--- src/rtl/core/mjt_div.sv ---
// pipelined restoring divider, one quotient bit per stage, with overflow flag
`default_nettype none
module mjt_div #(
  parameter int unsigned NW = 60,
  parameter int unsigned DW = 32,
  parameter int unsigned QW = 29,
  parameter int unsigned SDW = 1
) (
  input  logic           clk,
  input  logic           rst_n,
  input  logic           en,
  input  logic           in_valid,
  input  logic [NW-1:0]  num,
  input  logic [DW-1:0]  den,
  input  logic [SDW-1:0] side_in,
  output logic           out_valid,
  output logic [QW-1:0]  quo,
  output logic           out_sat,
  output logic [SDW-1:0] side_out
);

  localparam int unsigned HW = NW - QW;
  localparam int unsigned CW = (HW > DW) ? HW : DW;
  localparam int unsigned AW = DW + QW;

  logic [AW-1:0]  acc_r   [QW+1];
  logic [AW-1:0]  acc_nxt [QW+1];
  logic [AW:0]    shf     [QW];
  logic [DW+1:0]  dif     [QW];
  logic [SDW-1:0] side_r  [QW+1];
  logic [QW:0]    vld_r;
  logic [QW:0]    sat_r;
  logic [HW-1:0]  hi;
  logic           sat_nxt;

  always_comb begin
    hi         = num[NW-1:QW];
    sat_nxt    = (CW'(hi) >= CW'(den));
    acc_nxt[0] = {DW'(hi), num[QW-1:0]};
    for (int k = 1; k <= QW; k++) begin
      shf[k-1] = {acc_r[k-1], 1'b0};
      dif[k-1] = {1'b0, shf[k-1][AW:QW]} - {2'b00, den};
      if (!dif[k-1][DW+1]) begin
        acc_nxt[k] = {dif[k-1][DW-1:0], shf[k-1][QW-1:1], 1'b1};
      end else begin
        acc_nxt[k] = {shf[k-1][AW-1:QW], shf[k-1][QW-1:1], 1'b0};
      end
    end
  end

  always_ff @(posedge clk) begin
    if (!rst_n) begin
      vld_r <= '0;
    end else if (en) begin
      vld_r <= {vld_r[QW-1:0], in_valid};
    end
  end

  always_ff @(posedge clk) begin
    if (en) begin
      sat_r <= {sat_r[QW-1:0], sat_nxt};
      for (int k = 0; k <= QW; k++) begin
        acc_r[k] <= acc_nxt[k];
      end
      side_r[0] <= side_in;
      for (int k = 1; k <= QW; k++) begin
        side_r[k] <= side_r[k-1];
      end
    end
  end

  assign out_valid = vld_r[QW];
  assign quo       = acc_r[QW][QW-1:0];
  assign out_sat   = sat_r[QW];
  assign side_out  = side_r[QW];

endmodule
`default_nettype wire

--- config.mk ---
export PLATFORM = sky130hd
export DESIGN_NAME = mjt_div
export DESIGN_NICKNAME = d
export VERILOG_FILES = /design/src/rtl/core/mjt_div.sv
export SDC_FILE = /design/constraint.sdc
export NUM_CORES = 2
export LEC_CHECK = 0
export ABC_CLOCK_PERIOD_IN_PS = 4950
export BUFFER_PORTS_ARGS = -buffer_cell sky130_fd_sc_hd__buf_2
export CORE_ASPECT_RATIO = 2
export CORE_MARGIN = 4
export CORE_UTILIZATION = 39
export DETAILED_ROUTE_END_ITERATION = 12
export PLACE_DENSITY = 0.57
export RECOVER_POWER = 50
export REMOVE_ABC_BUFFERS = 1
export SYNTH_ARGS = -nofsm -noshare
export SYNTH_HDL_FRONTEND = slang
export SYNTH_SLANG_ARGS = --single-unit
--- constraint.sdc ---
create_clock -name clk -period 4.95 [get_ports clk]
set_input_delay 0 -clock clk [delete_from_list [all_inputs] [get_ports clk]]
set_output_delay 0 -clock clk [all_outputs]
set_load 0.02 [all_outputs]
==> impl_metrics.csv <==
group,metric,value,unit
worst_setup_path,crit_fanout,3,
final_layout,drive_gt1_frac,0.0853,
detailed_routing,via_count,80221,
clocking,clk_latency,0.91,ns
clocking,clock-root-buffer,"clkbuf_16",
global_routing,gr-total-overflow,0,
placed_design,gp_congestion,0.911,
worst_setup_path,critPathRequiredTime,5.56,ns
floorplan,die_width,387,microns
synth,avgSynthCellArea,11.4,sq um
floorplan,coreArea,286000,sq um
pwr,internal_power,53.2,mW
run_status,violations,"capacitance limit, slew limit",
floorplan,die_area,296000,sq um
min_path,hold_path_depth,5,
worst_setup_path,r2r-end,"acc_r[1][57]$_DFFE_PP_",
clocking,path_clk_slew,0.07,ns
synth,synth_area,112000,sq um
synth,synth_ff_type,"edfxtp_1",
run_status,status,"finished with violations",
floorplan,fp.dieH,766,microns
detailed_routing,wl,326000,microns
detailed_routing,drt-vias-per-instance,5.63,
worst_setup_path,r2r_start,"acc_r[0][943]$_DFFE_PP_",
timing,max_slew_margin,-1.15,
pwr,total_power,89.4,mW
min_path,worstHoldEndpoint,"acc_r[1][595]$_DFFE_PP_",
min_path,min_path_type,"input pin to flip-flop",
worst_setup_path,startpoint_type,"flip-flop",
detailed_routing,ant_nets,0,
worst_setup_path,r2r_cells,14,
timing,slew_violations,537,
synth,ys_types,103,
synth,synth_edf_count,1857,
detailed_routing,post-route-drc-count,0,
synth,synth_seq_cells,1887,
pwr,pwr_density_cell,704,nW/um^2
run,cap_violations,8,
pwr,p_seq_frac,0.312,
synth,async_flop_share,0,
synth,ys_seq_area_frac,0.504,
synth,synthCells,9794,
placed_design,dpl.hpwl,246000,microns
timing,final_hold_viol_count,0,
detailed_routing,wl_per_cell,22.9,microns
pwr,power.share.switching,0.405,
worst_setup_path,cp-end-kind,"flip-flop",
clocking,cts_buffers,193,
final_layout,area_growth,13.5,%
detailed_routing,dr.pass1.iters,7,
global_routing,grt_pass1_vias,85477,
timing,tightestPinTransition,3.23,ns
placed_design,portBuffers,128,
worst_setup_path,rrSetupSlack,0.44,ns
clocking,cts_sinks,1887,
global_routing,grt_max_degree,194,
pwr,vdd_drop_max,0.438,mV
timing,fin_skew,0.0798,ns
timing,min_period_over_period,0.911,
pwr,clkPwrFrac,0.169,
worst_setup_path,critPathKind,"flip-flop to flip-flop",
final_layout,finalNetCount,11409,
final_layout,stdcell_count,14254,
global_routing,antenna_found_initial,7,
clocking,post_cts_buffers,0,
pwr,cellLeakagePower,49.8,nW
placed_design,dp_cells,13773,
clocking,htree_levels,4,
timing,fmax,0.222,GHz
global_routing,grt_pass1_wl,487000,microns
floorplan,fp-row-count,278,
timing,finalSetupViolCount,0,
min_path,hp-start,"den[17]",
global_routing,grt_usage,0.214,
timing,post-route-min-period,4.51,ns
clocking,cts_max_path_buffers,4,
synth,synth_warnings,0,
floorplan,initial_core_util,0.391,
worst_setup_path,cp.arrival,5.12,ns
timing,rsz0062_at_grt,"false",
floorplan,io_pins,129,
clocking,cts_tree,"yes",
detailed_routing,drt_iter0_drc,3934,
pwr,power_switching,36.2,mW
pwr,combPwrFrac,0.518,
## kinds of logic after synthesis
group / after synthesis / synth area share
multiplexers: 462 / 0.0467
adder cells (fa/ha/maj): 986 / 0.112
AO/OA/AOI/OAI: 2928 / 0.165
AND/OR/NAND/NOR: 2229 / 0.0937
flip-flops: 1887 / 0.504
XOR/XNOR: 749 / 0.0586
buffers and inverters: 553 / 0.0207
## placed cells by master (no fill, tap or decap), types with 44 or more instances in the layout
cell | netlist | final
clkbuf_16 | 0 | 196
dlygate4sd3_1 | 0 | 138
nor2_1 | 599 | 599
o21ai_1 | 266 | 265
nand3_1 | 168 | 168
mux2_1 | 305 | 305
xor2_1 | 286 | 286
buf_2 | 52 | 69
a21o_1 | 508 | 508
o31ai_1 | 59 | 59
nand2b_1 | 103 | 103
a211oi_1 | 75 | 74
buf_12 | 0 | 50
o21a_1 | 99 | 99
and3_1 | 95 | 95
o21bai_1 | 102 | 102
a31oi_1 | 104 | 104
mux2_2 | 66 | 66
a21oi_1 | 959 | 959
buf_4 | 34 | 284
xnor2_1 | 463 | 463
nor3_1 | 127 | 125
nor2b_1 | 178 | 178
ha_1 | 958 | 958
edfxtp_1 | 1857 | 1857
clkbuf_1 | 181 | 102
inv_1 | 259 | 228
o21ai_0 | 365 | 365
mux2i_1 | 64 | 64
and2_1 | 44 | 44
o211ai_1 | 45 | 45
nand4_1 | 95 | 95
nand2_1 | 692 | 692
## critical path, cell delays in order (launching register included)
cell and delay [ns]:
edfxtp_1 0.40, inv_1 0.07, ha_1 0.16, inv_1 0.06, fa_1 0.43, a211oi_1 0.32, o211ai_1 0.14, buf_4 0.21
a211oi_2 0.39, o41ai_2 0.20, a2111oi_1 0.78, nor4_1 0.10, a2111oi_1 0.55, xnor2_1 0.11, mux2_2 0.27
## power by group through the flow
stage / Combinational [mW] / Sequential, mW / Clock [mW]
after floorplan: 32.5 / 26.5 / 0
after detailed placement: 45.9 / 28.2 / 0
after global placement: 45.0 / 28.1 / 0
after CTS: 46.3 / 27.9 / 15.6
after global routing: 50.7 / 28.3 / 16.2
final: 46.4 / 27.9 / 15.1
## registers in the layout (all words and copies together) (netlist names)
| name | flops |
|---|---|
| sat_r | 30 |
| vld_r | 30 |
| side_r | 30 |
| acc_r | 1797 |
## worst max path at each step
stage                                 start                      end  slack, ns  depth (start not counted)
finish              acc_r[0][943]$_DFFE_PP_   acc_r[1][57]$_DFFE_PP_       0.44                         14
CTS                 acc_r[0][943]$_DFFE_PP_   acc_r[1][57]$_DFFE_PP_       0.45                         14
floorplan                            den[1]  acc_r[0][971]$_DFFE_PP_      -1.79                         12
detailed placement                   den[3]  acc_r[1][342]$_DFFE_PP_       0.24                         13
global route                             en  acc_r[0][823]$_DFFE_PP_       0.15                          4
global placement                     den[3]  acc_r[1][362]$_DFFE_PP_       0.17                         13
## timing repair
action | CTS | global route
hold buffers | 138 | 0
hold endpoints to repair | 400 | 0
resized for setup | 0 | 0
## synth_stat cells, types with 19 or more instances
library cell	instances	area (sq um)
fa_1	28	561
o21ai_0	365	1830
nand3_1	168	841
buf_4	34	255
mux2_2	66	743
a211o_1	19	166
a31oi_1	104	651
nand2_1	692	2600
a21oi_1	959	4800
edfxtp_1	1857	55800
o2111ai_1	24	210
and2_1	44	275
or3_1	34	213
a311oi_1	22	193
a211oi_1	75	563
o31ai_1	59	443
a41oi_1	26	228
o21ai_1	266	1330
and3_1	95	594
nor4_1	19	119
buf_2	52	260
dfxtp_1	30	601
nand2b_1	103	644
inv_1	259	972
nand4_1	95	594
o21a_1	99	743
xor2_1	286	2500
nor2b_1	178	1110
ha_1	958	12000
a21o_1	508	3810
o31a_1	26	228
mux2_1	305	3430
nor2_1	599	2250
o211ai_1	45	338
clkbuf_1	181	679
o21bai_1	102	766
mux2i_1	64	641
xnor2_1	463	4060
mux2_4	27	405
a2111oi_0	21	184
nor3_1	127	636
## cell type report
class / count / area [sq um]
Fill cell: 26311 / 159000
Timing Repair Buffer: 618 / 5180
Sequential cell: 1887 / 56400
Clock inverter: 107 / 1220
Antenna cell: 2 / 5.00
Tap cell: 3780 / 4730
Inverter: 272 / 1020
Clock buffer: 234 / 5060
Multi-Input combinational cell: 7354 / 53400
## stage by stage
step | util | TNS (ns) | hold WS (ns) | instance area [sq um] | worst slack, ns
2_1_floorplan | - | -362.92 | 0.0989 | 111000 | -1.79
3_3_place_gp | 0.418 | 0 | 0.177 | 120000 | 0.174
3_5_place_dp | 0.418 | 0 | 0.178 | 120000 | 0.245
4_1_cts | 0.445 | 0 | 0.0530 | 127000 | 0.447
5_1_grt | 0.444 | 0 | 0.119 | 127000 | 0.149
6_report | 0.444 | 0 | 0.127 | 127000 | 0.439
## layer usage
metal	vias to the layer above	GRT usage	share of wire	wire length [microns]
li1	38241	-	-	-
met1	39294	0.185	0.32	104000
met2	1780	0.436	0.56	183000
met3	906	0.0209	0.028	9160
met4	0	0.169	0.093	30300
met5	-	0	0	0
No activity file was read; power rests on OpenSTA's default activity.
